### src/sv/differential_odometry_target_bearing_macros.svh
// Assertion macros shared by the odometry block.
`ifndef DIFFERENTIAL_ODOMETRY_TARGET_BEARING_MACROS_SVH
`define DIFFERENTIAL_ODOMETRY_TARGET_BEARING_MACROS_SVH

// Same-cycle implication.
`define DOTB_ASSERT_NOW(name, clk, rst_n, ante, cons) \
	name: assert property (@(posedge clk) disable iff (!rst_n) (ante) |-> (cons)) \
		else $error("odometry assertion failed");

// Next-cycle implication.
`define DOTB_ASSERT_NEXT(name, clk, rst_n, ante, cons) \
	name: assert property (@(posedge clk) disable iff (!rst_n) (ante) |=> (cons)) \
		else $error("odometry assertion failed");

`endif

### src/sv/dotb_pkg.sv
package dotb_pkg;

	localparam int CORDIC_STEPS_DEF = 16;
	localparam int COUNT_WIDTH_DEF  = 32;

	localparam int CNT_FIELD_W = 32;
	localparam int HEAD_W      = 16;
	localparam int IN_DATA_W   = 80;
	localparam int POS_W       = 24;
	localparam int DIST_W      = 24;
	localparam int ANG_W       = 14;
	localparam int OUT_DATA_W  = 88;
	localparam int CFG_IDX_W   = 2;
	localparam int CFG_W       = 24;
	localparam int IPT_W       = 16;

	// serial multiplier: magnitude A times magnitude B, one B bit per cycle
	localparam int MUL_A_W   = 41;
	localparam int MUL_B_W   = 25;
	localparam int MUL_P_W   = MUL_A_W + MUL_B_W;
	localparam int MUL_CNT_W = $clog2(MUL_B_W);

	// square root: one result bit per cycle
	localparam int SQ_W     = 50;
	localparam int SQ_STEPS = SQ_W / 2;
	localparam int SQ_K_W   = $clog2(SQ_STEPS);
	localparam int ROOT_W   = 26;

	// CORDIC datapath
	localparam int CX_W = 34;
	localparam int CZ_W = 27;
	localparam logic signed [CX_W-1:0] CORDIC_K = 34'sd652032874;
	localparam logic signed [CZ_W-1:0] DEG180_FINE = 27'sd11796480;
	localparam logic signed [27:0] DEG90_FINE = 28'sd5898240;

	localparam logic [MUL_A_W-1:0] T_LIMIT = 41'h100_0000_0000;

	localparam logic [CFG_IDX_W-1:0] CFG_TARGET_X = 2'd0;
	localparam logic [CFG_IDX_W-1:0] CFG_TARGET_Y = 2'd1;
	localparam logic [CFG_IDX_W-1:0] CFG_IPT      = 2'd2;

	typedef enum logic {
		CM_ROTATE,
		CM_VECTOR
	} cordic_mode_t;

	typedef struct packed {
		logic         start;
		cordic_mode_t mode;
	} cordic_cmd_t;

	typedef enum logic [4:0] {
		ST_IDLE,
		ST_T_GO,
		ST_T_WAIT,
		ST_HRED,
		ST_ROT_GO,
		ST_ROT_WAIT,
		ST_Y_GO,
		ST_Y_WAIT,
		ST_X_GO,
		ST_X_WAIT,
		ST_DX_GO,
		ST_DX_WAIT,
		ST_DY_GO,
		ST_DY_WAIT,
		ST_SQ_GO,
		ST_SQ_WAIT,
		ST_AT_GO,
		ST_AT_WAIT,
		ST_OUT
	} state_t;

	// atan(2^-i) in 1/65536 degree
	function automatic logic signed [CZ_W-1:0] atan_fine(input logic [4:0] idx);
		logic signed [CZ_W-1:0] v;
		unique case (idx)
			5'd0:  v = 27'sd2949120;
			5'd1:  v = 27'sd1740967;
			5'd2:  v = 27'sd919879;
			5'd3:  v = 27'sd466945;
			5'd4:  v = 27'sd234379;
			5'd5:  v = 27'sd117304;
			5'd6:  v = 27'sd58666;
			5'd7:  v = 27'sd29335;
			5'd8:  v = 27'sd14668;
			5'd9:  v = 27'sd7334;
			5'd10: v = 27'sd3667;
			5'd11: v = 27'sd1833;
			5'd12: v = 27'sd917;
			5'd13: v = 27'sd458;
			5'd14: v = 27'sd229;
			5'd15: v = 27'sd115;
			5'd16: v = 27'sd57;
			5'd17: v = 27'sd29;
			5'd18: v = 27'sd14;
			5'd19: v = 27'sd7;
			5'd20: v = 27'sd4;
			5'd21: v = 27'sd2;
			5'd22: v = 27'sd1;
			default: v = '0;
		endcase
		return v;
	endfunction

endpackage

### src/sv/dotb_mul.sv
// Shift-add multiplier, unsigned, one multiplier bit per cycle.
module dotb_mul (
	input  logic                          clk,
	input  logic                          arst_n,
	input  logic                          start,
	input  logic [dotb_pkg::MUL_A_W-1:0]  a,
	input  logic [dotb_pkg::MUL_B_W-1:0]  b,
	output logic                          done,
	output logic [dotb_pkg::MUL_P_W-1:0]  p
);
	import dotb_pkg::*;

	logic [MUL_P_W-1:0]   a_q;
	logic [MUL_B_W-1:0]   b_q;
	logic [MUL_P_W-1:0]   p_q;
	logic [MUL_CNT_W-1:0] cnt_q;
	logic                 busy_q;
	logic                 done_q;

	always_ff @(posedge clk or negedge arst_n) begin
		if (!arst_n) begin
			busy_q <= 1'b0;
			done_q <= 1'b0;
			cnt_q  <= '0;
		end else begin
			done_q <= 1'b0;
			if (start) begin
				busy_q <= 1'b1;
				cnt_q  <= MUL_CNT_W'(MUL_B_W - 1);
			end else if (busy_q) begin
				if (cnt_q == '0) begin
					busy_q <= 1'b0;
					done_q <= 1'b1;
				end else begin
					cnt_q <= cnt_q - 1'b1;
				end
			end
		end
	end

	always_ff @(posedge clk) begin
		if (start) begin
			a_q <= MUL_P_W'(a);
			b_q <= b;
			p_q <= '0;
		end else if (busy_q) begin
			p_q <= p_q + (b_q[0] ? a_q : '0);
			a_q <= a_q << 1;
			b_q <= b_q >> 1;
		end
	end

	assign done = done_q;
	assign p    = p_q;

endmodule

### src/sv/dotb_sqrt.sv
// Digit-by-digit integer square root, one root bit per cycle, rounded.
module dotb_sqrt (
	input  logic                         clk,
	input  logic                         arst_n,
	input  logic                         start,
	input  logic [dotb_pkg::SQ_W-1:0]    s,
	output logic                         done,
	output logic [dotb_pkg::ROOT_W-1:0]  root
);
	import dotb_pkg::*;

	logic [SQ_W-1:0]   n_q;
	logic [SQ_W-1:0]   r_q;
	logic [SQ_K_W-1:0] k_q;
	logic              busy_q;
	logic              done_q;
	logic [SQ_W-1:0]   bit_v;
	logic [SQ_W-1:0]   rb;

	assign bit_v = SQ_W'(1) << {k_q, 1'b0};
	assign rb    = r_q + bit_v;

	always_ff @(posedge clk or negedge arst_n) begin
		if (!arst_n) begin
			busy_q <= 1'b0;
			done_q <= 1'b0;
			k_q    <= '0;
		end else begin
			done_q <= 1'b0;
			if (start) begin
				busy_q <= 1'b1;
				k_q    <= SQ_K_W'(SQ_STEPS - 1);
			end else if (busy_q) begin
				if (k_q == '0) begin
					busy_q <= 1'b0;
					done_q <= 1'b1;
				end else begin
					k_q <= k_q - 1'b1;
				end
			end
		end
	end

	always_ff @(posedge clk) begin
		if (start) begin
			n_q <= s;
			r_q <= '0;
		end else if (busy_q) begin
			if (n_q >= rb) begin
				n_q <= n_q - rb;
				r_q <= (r_q >> 1) + bit_v;
			end else begin
				r_q <= r_q >> 1;
			end
		end
	end

	// round to nearest: remainder above root means the upper neighbor is closer
	assign root = ROOT_W'(r_q) + ROOT_W'(n_q > r_q);
	assign done = done_q;

endmodule

### src/sv/dotb_cordic.sv
// Iterative CORDIC, one micro-rotation per cycle, rotation or vectoring.
module dotb_cordic #(
	parameter int STEPS = dotb_pkg::CORDIC_STEPS_DEF
) (
	input  logic                               clk,
	input  logic                               arst_n,
	input  dotb_pkg::cordic_cmd_t              cmd,
	input  logic signed [dotb_pkg::CX_W-1:0]   x0,
	input  logic signed [dotb_pkg::CX_W-1:0]   y0,
	input  logic signed [dotb_pkg::CZ_W-1:0]   z0,
	output logic                               done,
	output logic signed [dotb_pkg::CX_W-1:0]   x,
	output logic signed [dotb_pkg::CX_W-1:0]   y,
	output logic signed [dotb_pkg::CZ_W-1:0]   z
);
	import dotb_pkg::*;

	localparam int N    = (STEPS > 24) ? 24 : STEPS;
	localparam int IW   = $clog2(N);

	logic signed [CX_W-1:0] x_q, y_q;
	logic signed [CZ_W-1:0] z_q;
	logic [IW-1:0]          i_q;
	cordic_mode_t           mode_q;
	logic                   busy_q;
	logic                   done_q;
	logic signed [CX_W-1:0] xs, ys;
	logic signed [CZ_W-1:0] ang;
	logic                   pos;

	assign xs  = x_q >>> i_q;
	assign ys  = y_q >>> i_q;
	assign ang = atan_fine(5'(i_q));
	assign pos = (mode_q == CM_ROTATE) ? (z_q >= 0) : (y_q <= 0);

	always_ff @(posedge clk or negedge arst_n) begin
		if (!arst_n) begin
			busy_q <= 1'b0;
			done_q <= 1'b0;
			i_q    <= '0;
			mode_q <= CM_ROTATE;
		end else begin
			done_q <= 1'b0;
			if (cmd.start) begin
				busy_q <= 1'b1;
				i_q    <= '0;
				mode_q <= cmd.mode;
			end else if (busy_q) begin
				if (i_q == IW'(N - 1)) begin
					busy_q <= 1'b0;
					done_q <= 1'b1;
				end else begin
					i_q <= i_q + 1'b1;
				end
			end
		end
	end

	always_ff @(posedge clk) begin
		if (cmd.start) begin
			x_q <= x0;
			y_q <= y0;
			z_q <= z0;
		end else if (busy_q) begin
			if (pos) begin
				x_q <= x_q - ys;
				y_q <= y_q + xs;
				z_q <= z_q - ang;
			end else begin
				x_q <= x_q + ys;
				y_q <= y_q - xs;
				z_q <= z_q + ang;
			end
		end
	end

	assign done = done_q;
	assign x    = x_q;
	assign y    = y_q;
	assign z    = z_q;

endmodule

### src/sv/differential_odometry_target_bearing.sv
// Differential-drive odometry with distance and bearing to a target.
// Input stream (s_axis): one sample per transfer, left/right encoder counts and
// gyro heading. Output stream (m_axis): one result per sample, position,
// distance to target and bearing 90 - atan2(dy,dx) in 1/16 degree.
// Config port: cfg_we/cfg_addr/cfg_data write target_x (0), target_y (1),
// inches_per_tick (2); write only while no sample is in flight.
// The first sample after reset latches the reference counts, no position update.
// Per sample the sequencer runs the shared shift-add multiplier (five
// products), heading reduction, two CORDIC runs and the square root; the
// bearing CORDIC run is skipped when dx is zero, and the first sample runs
// only the distance products, the square root and the bearing step.
// s_axis_tready is high only when idle, so a new sample is accepted only after
// the previous one has reached the output register. The result sits in an
// output register, so the next sample is accepted while it waits; if the
// receiver stalls two results, the sequencer holds in its final state and
// s_axis_tready stays low.
// Reset (asynchronous, active low) clears position, reference flag, the
// output valid and restores the register reset values.
module differential_odometry_target_bearing #(
	parameter int CORDIC_STEPS = dotb_pkg::CORDIC_STEPS_DEF,
	parameter int COUNT_WIDTH  = dotb_pkg::COUNT_WIDTH_DEF
) (
	input  logic                                clk,
	input  logic                                arst_n,
	input  logic                                s_axis_tvalid,
	output logic                                s_axis_tready,
	// left_count[31:0], right_count[63:32], heading[79:64]
	input  logic [dotb_pkg::IN_DATA_W-1:0]      s_axis_tdata,
	output logic                                m_axis_tvalid,
	input  logic                                m_axis_tready,
	// pos_x[23:0], pos_y[47:24], target_distance[71:48], target_angle[85:72], zero pad
	output logic [dotb_pkg::OUT_DATA_W-1:0]     m_axis_tdata,
	input  logic                                cfg_we,
	input  logic [dotb_pkg::CFG_IDX_W-1:0]      cfg_addr,
	input  logic [dotb_pkg::CFG_W-1:0]          cfg_data
);
	import dotb_pkg::*;

	`include "differential_odometry_target_bearing_macros.svh"

	state_t state_q, state_d;

	// config
	logic signed [POS_W-1:0] target_x_q, target_y_q;
	logic [IPT_W-1:0]        ipt_q;

	// odometry state
	logic [COUNT_WIDTH-1:0]  prev_left_q, prev_right_q;
	logic signed [POS_W-1:0] acc_x_q, acc_y_q;
	logic                    have_ref_q;

	// per-sample working registers
	logic [COUNT_WIDTH:0]    diff_mag_q;
	logic                    diff_neg_q;
	logic [MUL_A_W-1:0]      t_mag_q;
	logic signed [16:0]      m_q;
	logic                    fold_neg_q;
	logic [19:0]             c_mag_q, s_mag_q;
	logic                    c_neg_q, s_neg_q;
	logic signed [POS_W:0]   dx_q, dy_q;
	logic [SQ_W-1:0]         sum_q;
	logic [DIST_W-1:0]       dist_q;
	logic signed [ANG_W-1:0] ang_q;

	logic                    out_valid_q;
	logic [OUT_DATA_W-1:0]   out_data_s1;

	// sub-unit hookup
	logic                    mul_start, mul_done;
	logic [MUL_A_W-1:0]      mul_a;
	logic [MUL_B_W-1:0]      mul_b;
	logic [MUL_P_W-1:0]      mul_p;
	cordic_cmd_t             cor_cmd;
	logic signed [CX_W-1:0]  cor_x0, cor_y0, cor_x, cor_y;
	logic signed [CZ_W-1:0]  cor_z0, cor_z;
	logic                    cor_done;
	logic                    sq_start, sq_done;
	logic [ROOT_W-1:0]       sq_root;

	logic                    in_xfer, out_xfer, out_load;

	// sample decode and count deltas (wrap at COUNT_WIDTH bits)
	logic [COUNT_WIDTH-1:0]  l_in, r_in, dl_u, dr_u;
	logic signed [COUNT_WIDTH:0] diff;
	logic signed [HEAD_W-1:0] head_in;

	assign l_in    = s_axis_tdata[COUNT_WIDTH-1:0];
	assign r_in    = s_axis_tdata[CNT_FIELD_W+COUNT_WIDTH-1:CNT_FIELD_W];
	assign head_in = s_axis_tdata[2*CNT_FIELD_W+HEAD_W-1:2*CNT_FIELD_W];
	assign dl_u    = l_in - prev_left_q;
	assign dr_u    = r_in - prev_right_q;
	assign diff    = $signed({dl_u[COUNT_WIDTH-1], dl_u}) - $signed({dr_u[COUNT_WIDTH-1], dr_u});

	assign in_xfer  = s_axis_tvalid && s_axis_tready;
	assign out_xfer = m_axis_tvalid && m_axis_tready;
	assign out_load = (state_q == ST_OUT) && (!out_valid_q || m_axis_tready);

	// heading reduction to [-180,180) degrees
	logic hred_hi, hred_lo;
	assign hred_hi = (m_q >= 17'sd2880);
	assign hred_lo = (m_q < -17'sd2880);

	// position to target
	logic signed [POS_W:0] dx_c, dy_c;
	assign dx_c = $signed({target_x_q[POS_W-1], target_x_q}) - $signed({acc_x_q[POS_W-1], acc_x_q});
	assign dy_c = $signed({target_y_q[POS_W-1], target_y_q}) - $signed({acc_y_q[POS_W-1], acc_y_q});

	function automatic logic [POS_W:0] mag25(input logic signed [POS_W:0] v);
		return v[POS_W] ? (POS_W+1)'(0) - v : v;
	endfunction

	// trig value: Q30 -> Q16, rounded half away from zero
	function automatic logic [19:0] q16_mag(input logic signed [CX_W-1:0] v);
		logic [CX_W-1:0] m;
		logic [CX_W-1:0] r;
		m = v[CX_W-1] ? CX_W'(0) - v : v;
		r = m + CX_W'(8192);
		return r[33:14];
	endfunction

	// position delta = round(T*trig / 2^25), saturating add into a 24-bit axis
	function automatic logic signed [POS_W-1:0] acc_add(input logic signed [POS_W-1:0] acc,
			input logic [MUL_P_W-1:0] p, input logic neg);
		logic [MUL_P_W-1:0]  pr;
		logic signed [34:0]  d, sum;
		pr  = p + (MUL_P_W'(1) << 24);
		d   = $signed({2'b00, pr[57:25]});
		if (neg)
			d = -d;
		sum = d + 35'(acc);
		if (sum > 35'sd8388607)
			return 24'sh7FFFFF;
		else if (sum < -35'sd8388608)
			return 24'sh800000;
		else
			return sum[POS_W-1:0];
	endfunction

	// bearing = round((90deg - atan) / 4096), clamped to [-1440,4320]
	function automatic logic signed [ANG_W-1:0] bearing(input logic signed [CZ_W-1:0] z);
		logic signed [27:0] v;
		logic [27:0]        m, r;
		logic signed [17:0] a;
		v = DEG90_FINE - 28'(z);
		m = v[27] ? 28'd0 - v : v;
		r = m + 28'd2048;
		a = $signed({2'b00, r[27:12]});
		if (v[27])
			a = -a;
		if (a > 18'sd4320)
			return 14'sd4320;
		else if (a < -18'sd1440)
			return -14'sd1440;
		else
			return a[ANG_W-1:0];
	endfunction

	// ---------------- next state ----------------
	always_comb begin
		state_d = state_q;
		unique case (state_q)
			ST_IDLE:     if (s_axis_tvalid) state_d = have_ref_q ? ST_T_GO : ST_DX_GO;
			ST_T_GO:     state_d = ST_T_WAIT;
			ST_T_WAIT:   if (mul_done) state_d = ST_HRED;
			ST_HRED:     if (!hred_hi && !hred_lo) state_d = ST_ROT_GO;
			ST_ROT_GO:   state_d = ST_ROT_WAIT;
			ST_ROT_WAIT: if (cor_done) state_d = ST_Y_GO;
			ST_Y_GO:     state_d = ST_Y_WAIT;
			ST_Y_WAIT:   if (mul_done) state_d = ST_X_GO;
			ST_X_GO:     state_d = ST_X_WAIT;
			ST_X_WAIT:   if (mul_done) state_d = ST_DX_GO;
			ST_DX_GO:    state_d = ST_DX_WAIT;
			ST_DX_WAIT:  if (mul_done) state_d = ST_DY_GO;
			ST_DY_GO:    state_d = ST_DY_WAIT;
			ST_DY_WAIT:  if (mul_done) state_d = ST_SQ_GO;
			ST_SQ_GO:    state_d = ST_SQ_WAIT;
			ST_SQ_WAIT:  if (sq_done) state_d = ST_AT_GO;
			ST_AT_GO:    state_d = (dx_q == '0) ? ST_OUT : ST_AT_WAIT;
			ST_AT_WAIT:  if (cor_done) state_d = ST_OUT;
			ST_OUT:      if (out_load) state_d = ST_IDLE;
			default:     state_d = ST_IDLE;
		endcase
	end

	// ---------------- sequencer outputs ----------------
	always_comb begin
		s_axis_tready = 1'b0;
		mul_start     = 1'b0;
		mul_a         = '0;
		mul_b         = '0;
		cor_cmd.start = 1'b0;
		cor_cmd.mode  = CM_ROTATE;
		cor_x0        = CORDIC_K;
		cor_y0        = '0;
		cor_z0        = CZ_W'(m_q) <<< 12;
		sq_start      = 1'b0;
		unique case (state_q)
			ST_IDLE:   s_axis_tready = 1'b1;
			ST_T_GO: begin
				mul_start = 1'b1;
				mul_a     = MUL_A_W'(diff_mag_q);
				mul_b     = MUL_B_W'(ipt_q);
			end
			ST_ROT_GO: cor_cmd.start = 1'b1;
			ST_Y_GO: begin
				mul_start = 1'b1;
				mul_a     = t_mag_q;
				mul_b     = MUL_B_W'(c_mag_q);
			end
			ST_X_GO: begin
				mul_start = 1'b1;
				mul_a     = t_mag_q;
				mul_b     = MUL_B_W'(s_mag_q);
			end
			ST_DX_GO: begin
				mul_start = 1'b1;
				mul_a     = MUL_A_W'(mag25(dx_c));
				mul_b     = MUL_B_W'(mag25(dx_c));
			end
			ST_DY_GO: begin
				mul_start = 1'b1;
				mul_a     = MUL_A_W'(mag25(dy_q));
				mul_b     = MUL_B_W'(mag25(dy_q));
			end
			ST_SQ_GO:  sq_start = 1'b1;
			ST_AT_GO: begin
				cor_cmd.start = (dx_q != '0);
				cor_cmd.mode  = CM_VECTOR;
				// left half plane: turn by 180 degrees first
				cor_x0 = dx_q[POS_W] ? -(CX_W'(dx_q) <<< 6) : (CX_W'(dx_q) <<< 6);
				cor_y0 = dx_q[POS_W] ? -(CX_W'(dy_q) <<< 6) : (CX_W'(dy_q) <<< 6);
				cor_z0 = dx_q[POS_W] ? (dy_q[POS_W] ? -DEG180_FINE : DEG180_FINE) : '0;
			end
			default: ;
		endcase
	end

	always_ff @(posedge clk or negedge arst_n) begin
		if (!arst_n)
			state_q <= ST_IDLE;
		else
			state_q <= state_d;
	end

	// ---------------- config registers ----------------
	always_ff @(posedge clk or negedge arst_n) begin
		if (!arst_n) begin
			target_x_q <= '0;
			target_y_q <= 24'sd38579;
			ipt_q      <= 16'd2292;
		end else if (cfg_we) begin
			unique case (cfg_addr)
				CFG_TARGET_X: target_x_q <= cfg_data;
				CFG_TARGET_Y: target_y_q <= cfg_data;
				CFG_IPT:      ipt_q      <= cfg_data[IPT_W-1:0];
				default: ;
			endcase
		end
	end

	// ---------------- odometry state ----------------
	always_ff @(posedge clk or negedge arst_n) begin
		if (!arst_n) begin
			prev_left_q  <= '0;
			prev_right_q <= '0;
			acc_x_q      <= '0;
			acc_y_q      <= '0;
			have_ref_q   <= 1'b0;
		end else begin
			if (in_xfer) begin
				prev_left_q  <= l_in;
				prev_right_q <= r_in;
				have_ref_q   <= 1'b1;
			end
			if (state_q == ST_Y_WAIT && mul_done)
				acc_y_q <= acc_add(acc_y_q, mul_p, diff_neg_q ^ c_neg_q);
			if (state_q == ST_X_WAIT && mul_done)
				acc_x_q <= acc_add(acc_x_q, mul_p, diff_neg_q ^ s_neg_q);
		end
	end

	// ---------------- working registers ----------------
	always_ff @(posedge clk) begin
		if (in_xfer) begin
			diff_neg_q <= diff[COUNT_WIDTH];
			diff_mag_q <= diff[COUNT_WIDTH] ? (COUNT_WIDTH+1)'(0) - diff : diff;
			m_q        <= 17'(head_in);
		end
		if (state_q == ST_T_WAIT && mul_done)
			t_mag_q <= (mul_p > MUL_P_W'(T_LIMIT)) ? T_LIMIT : mul_p[MUL_A_W-1:0];
		if (state_q == ST_HRED) begin
			if (hred_hi)
				m_q <= m_q - 17'sd5760;
			else if (hred_lo)
				m_q <= m_q + 17'sd5760;
			else if (m_q > 17'sd1440) begin
				// fold into [-90,90] degrees, trig results negated
				m_q        <= m_q - 17'sd2880;
				fold_neg_q <= 1'b1;
			end else if (m_q < -17'sd1440) begin
				m_q        <= m_q + 17'sd2880;
				fold_neg_q <= 1'b1;
			end else begin
				fold_neg_q <= 1'b0;
			end
		end
		if (state_q == ST_ROT_WAIT && cor_done) begin
			c_mag_q <= q16_mag(cor_x);
			s_mag_q <= q16_mag(cor_y);
			c_neg_q <= cor_x[CX_W-1] ^ fold_neg_q;
			s_neg_q <= cor_y[CX_W-1] ^ fold_neg_q;
		end
		if (state_q == ST_DX_GO) begin
			dx_q <= dx_c;
			dy_q <= dy_c;
		end
		if (state_q == ST_DX_WAIT && mul_done)
			sum_q <= mul_p[SQ_W-1:0];
		if (state_q == ST_DY_WAIT && mul_done)
			sum_q <= sum_q + mul_p[SQ_W-1:0];
		if (state_q == ST_SQ_WAIT && sq_done)
			dist_q <= (sq_root > ROOT_W'(24'hFFFFFF)) ? 24'hFFFFFF : sq_root[DIST_W-1:0];
		if (state_q == ST_AT_GO)
			ang_q <= '0;
		if (state_q == ST_AT_WAIT && cor_done)
			ang_q <= bearing(cor_z);
	end

	// ---------------- output register ----------------
	always_ff @(posedge clk or negedge arst_n) begin
		if (!arst_n)
			out_valid_q <= 1'b0;
		else if (out_load)
			out_valid_q <= 1'b1;
		else if (out_xfer)
			out_valid_q <= 1'b0;
	end

	always_ff @(posedge clk) begin
		if (out_load)
			out_data_s1 <= {2'b00, ang_q, dist_q, acc_y_q, acc_x_q};
	end

	assign m_axis_tvalid = out_valid_q;
	assign m_axis_tdata  = out_data_s1;

	// ---------------- units ----------------
	dotb_mul u_mul (
		.clk    (clk),
		.arst_n (arst_n),
		.start  (mul_start),
		.a      (mul_a),
		.b      (mul_b),
		.done   (mul_done),
		.p      (mul_p)
	);

	dotb_cordic #(
		.STEPS (CORDIC_STEPS)
	) u_cordic (
		.clk    (clk),
		.arst_n (arst_n),
		.cmd    (cor_cmd),
		.x0     (cor_x0),
		.y0     (cor_y0),
		.z0     (cor_z0),
		.done   (cor_done),
		.x      (cor_x),
		.y      (cor_y),
		.z      (cor_z)
	);

	dotb_sqrt u_sqrt (
		.clk    (clk),
		.arst_n (arst_n),
		.start  (sq_start),
		.s      (sum_q),
		.done   (sq_done),
		.root   (sq_root)
	);

	// ---------------- assertions ----------------
	`DOTB_ASSERT_NEXT(a_ref_sticky, clk, arst_n, have_ref_q, have_ref_q)
	`DOTB_ASSERT_NEXT(a_first_skips_motion, clk, arst_n, in_xfer && !have_ref_q, state_q == ST_DX_GO)
	`DOTB_ASSERT_NOW(a_mul_done_waited, clk, arst_n, mul_done, state_q == ST_T_WAIT || state_q == ST_Y_WAIT || state_q == ST_X_WAIT || state_q == ST_DX_WAIT || state_q == ST_DY_WAIT)
	`DOTB_ASSERT_NOW(a_cordic_done_waited, clk, arst_n, cor_done, state_q == ST_ROT_WAIT || state_q == ST_AT_WAIT)
	`DOTB_ASSERT_NEXT(a_stall_holds_result, clk, arst_n, state_q == ST_OUT && out_valid_q && !m_axis_tready, state_q == ST_OUT)

endmodule

### config.mk
export PLATFORM = sky130hd
export DESIGN_NAME = differential_odometry_target_bearing
export DESIGN_NICKNAME = d
export VERILOG_FILES = /design/src/sv/dotb_pkg.sv /design/src/sv/dotb_mul.sv /design/src/sv/dotb_sqrt.sv /design/src/sv/dotb_cordic.sv /design/src/sv/differential_odometry_target_bearing.sv
export VERILOG_INCLUDE_DIRS = /design/src /design/src/sv
export SDC_FILE = /design/constraint.sdc
export NUM_CORES = 2
export LEC_CHECK = 0
export ABC_AREA = 1
export CAP_MARGIN = 10
export CORE_ASPECT_RATIO = 1.25
export CORE_MARGIN = 5
export CORE_UTILIZATION = 40
export CTS_BUF_LIST = sky130_fd_sc_hd__clkbuf_4
export DETAILED_ROUTE_END_ITERATION = 8
export DONT_BUFFER_PORTS = 1
export GPL_ROUTABILITY_DRIVEN = 0
export SLEW_MARGIN = 5
export SYNTH_ARGS = -nofsm -noshare
export SYNTH_HDL_FRONTEND = slang
export SYNTH_HIERARCHICAL = 1
export SYNTH_SLANG_ARGS = --single-unit
### constraint.sdc
create_clock -name clk -period 7.07 [get_ports clk]
set_input_delay 0.3535 -clock clk [delete_from_list [all_inputs] [get_ports clk]]
set_output_delay 0.3535 -clock clk [all_outputs]
set_load 0.03 [all_outputs]
==> impl_metrics.tcl <==
set metrics [dict create \
    status "completed" \
    initial_utilization_pct 40.1 \
    post_drt_wl_per_cell_um 18.4 \
    cp.required_ns 7.91 \
    cts_tree "built" \
    overflow 0 \
    cts_sinks 915 \
    final.period_utilization_pct 92.7 \
    yosysTopAreaCell "edfxtp_1" \
    dr.pass1.iters 7 \
    die_area_um2 228000 \
    period_minus_slack_ns 6.55 \
    worstPathMaxFanout 30 \
    core_um2 218000 \
    path_clk_slew_ns 0.06 \
    grt_max_degree 118 \
    area_delta_synth_final_pct 10.5 \
    critPathCaptureType "register" \
    post_cts_buffers 0 \
    avgViaCountPerCell 5.28 \
    vias 88200 \
    critical_path.max_stage_delay_ns 0.52 \
    cts_max_level 5 \
    clk_path_buf_depth 4 \
    setup_viol 0 \
    ys_ff_latch 915 \
    synth-edff-count 560 \
    grt_pass1_wl_mm 474 \
    ctsResizeCount 0 \
    wl_mm 308 \
    synth.area.top_cells "edfxtp_1, nand2_1, ha_1" \
    ant_nets 0 \
    drive_above_1_share_pct 6.73 \
    clockRootBuffer "clkbuf_4" \
    clock_latency_ns 1.22 \
    antenna_found_initial 6 \
    route.detailed.drc 0 \
    netlist.area_leader.share_pct 19.2 \
    arrival_ns 7.40 \
    synthArstFlopShare_pct 22.3 \
    die_h_um 533 \
    fin_tns_setup_ns 0 \
    post-dp-hpwl_mm 239 \
    first_global_vias 85000 \
    worst_pin_slew_ns 1.18 \
    synth_ff_type "edfxtp_1" \
    crit_type "reg -> reg" \
    syn_avg_cell_area_um2 6.59 \
    synth_cells 13300 \
    yosys-top-cells-count "nand2_1, inv_1, nor2_1" \
    num_rows 192 \
    cap_violations 0 \
    numPortBuffers 0 \
    ys_seq_area_share_pct 28.5 \
    finalHoldViolCount 0 \
    cpMostUsedCell "nand2_1" \
    rsz0062_at_grt "no" \
    clock_skew_ns 0.135 \
    crit_path_start_kind "register" \
    synth.most_common_cell "nand2_1" \
    slew_headroom_pct 21.4 \
    synth.cell_area_um2 87500 \
    synth.distinct_cells 82 \
    slowest_stage "a21oi_1" \
    cts_hold_buf 258 \
    drtIter0Drc 7452 \
    hold_class "in -> reg" \
    yosysWarnings 6 \
    ioPinCount 201 \
    clock.fmax_ghz 0.153 \
    die_w_um 428 \
    slew_viol_final 0 \
    numCtsBuffers 272 \
    finalNetCount 14300 \
    hold_slack_ns 0.149 \
    grt_usage_pct 25.9 \
]
==> critical path: cells and delay by family, from the launching register on <==
family          cells  cell delay, ns
flops               1            0.40
compound gates      3            1.22
simple gates       15            2.60
buf+inv             6            0.79
fa+ha+maj           4            1.13
xor+xnor            1            0.10
==> registers in the layout, indices dropped and copies added, names as in the netlist, 25 cells and up <==
signal / cells
u_sqrt/r_q: 50
dy_q: 25
m_axis_tdata: 86
u_mul/b_q: 25
u_mul/p: 66
dx_q: 25
u_sqrt/n_q: 50
prev_left_q: 32
u_mul/a_q: 66
t_mag_q: 41
sum_q: 50
u_cordic/y: 34
prev_right_q: 32
u_cordic/z: 27
diff_mag_q: 33
u_cordic/x: 34
==> final cells by class <==
cell class	instances	area [µm²]
fill	23100	122000
tap	2910	3640
clock buffer	375	2820
inverter	1844	6930
clock inverter	103	727
sequential	915	25000
timing repair buffer	348	3320
multi-input combinational	10200	54400
antenna	4	10.0
==> placed cells by master, fill, tap and decap left out, types with 56 or more instances in the layout <==
cell | Yosys | layout
a21oi_1 | 804 | 804
a31oi_1 | 74 | 73
buf_4 | 20 | 88
clkbuf_4 | 0 | 375
clkinv_1 | 14 | 71
dfrtp_1 | 189 | 184
dfxtp_1 | 151 | 151
dlygate4sd3_1 | 0 | 256
edfxtp_1 | 560 | 560
ha_1 | 609 | 609
inv_1 | 1777 | 1777
inv_2 | 50 | 58
nand2_1 | 3925 | 3921
nand2_2 | 77 | 80
nand3_1 | 976 | 976
nand4_1 | 155 | 155
nor2_1 | 1215 | 1205
nor2_2 | 70 | 71
nor3_1 | 184 | 183
nor4_1 | 56 | 56
o21ai_0 | 743 | 743
or2_2 | 88 | 88
xnor2_1 | 199 | 197
xor2_1 | 448 | 448
==> metrics by stage <==
step | setup slack, ns | utilization, % | cells | instance area (µm²)
CTS | 0.613 | 44.3 | 16700 | 96800
global route | 0.0212 | 44.3 | 16700 | 96800
finish | 0.516 | 44.3 | 16700 | 96800
detailed placement | 0.632 | 41.5 | 16000 | 90600
floorplan | 1.66 | - | 13300 | 87600
global placement | 0.712 | 41.5 | 16000 | 90600
==> kinds of logic after synthesis <==
group / synth area share (%)
adder cells (fa/ha/maj): 9.00
AND/OR/NAND/NOR: 33.4
XOR/XNOR: 6.49
flip-flops: 28.5
buffers and inverters: 9.66
other: 0.00428
AO/OA/AOI/OAI: 12.9
==> worst paths after layout <==
check | start | end | slack [ns] | depth (start not counted)
worst max-delay path | u_sqrt/k_q[0]$_DFFE_PN0P_ | u_sqrt/n_q[21]$_DFFE_PP_ | 0.52 | 29
worst min-delay path | s_axis_tdata[38] | diff_mag_q[6]$_DFFE_PP_ | 0.15 | 5
worst max register to register | u_sqrt/k_q[0]$_DFFE_PN0P_ | u_sqrt/n_q[21]$_DFFE_PP_ | 0.52 | 29
worst min register to register | ang_q[2]$_SDFFCE_PP0P_ | m_axis_tdata[74]$_DFFE_PP_ | 0.42 | 0
max in group asynchronous | arst_n | prev_left_q[10]$_DFFE_PN0P_ | 5.70 | 4
min in group asynchronous | arst_n | ipt_q[1]$_DFFE_PN0P_ | 0.36 | 3
==> layer usage <==
| metal | GRT usage (%) | vias to the layer above | part of all wire (%) | wire length, µm |
|---|---|---|---|---|
| met5 | 0 | - | 0.019 | 58 |
| met2 | 43.9 | 3042 | 46 | 143000 |
| met1 | 31.9 | 40200 | 41 | 126000 |
| met3 | 3.68 | 770 | 6.6 | 20200 |
| li1 | - | 44200 | - | - |
| met4 | 13.6 | 8 | 5.9 | 18200 |
Power is not shown: default switching activity piles up to over one toggle a cycle in this logic, so the estimate is an artifact.
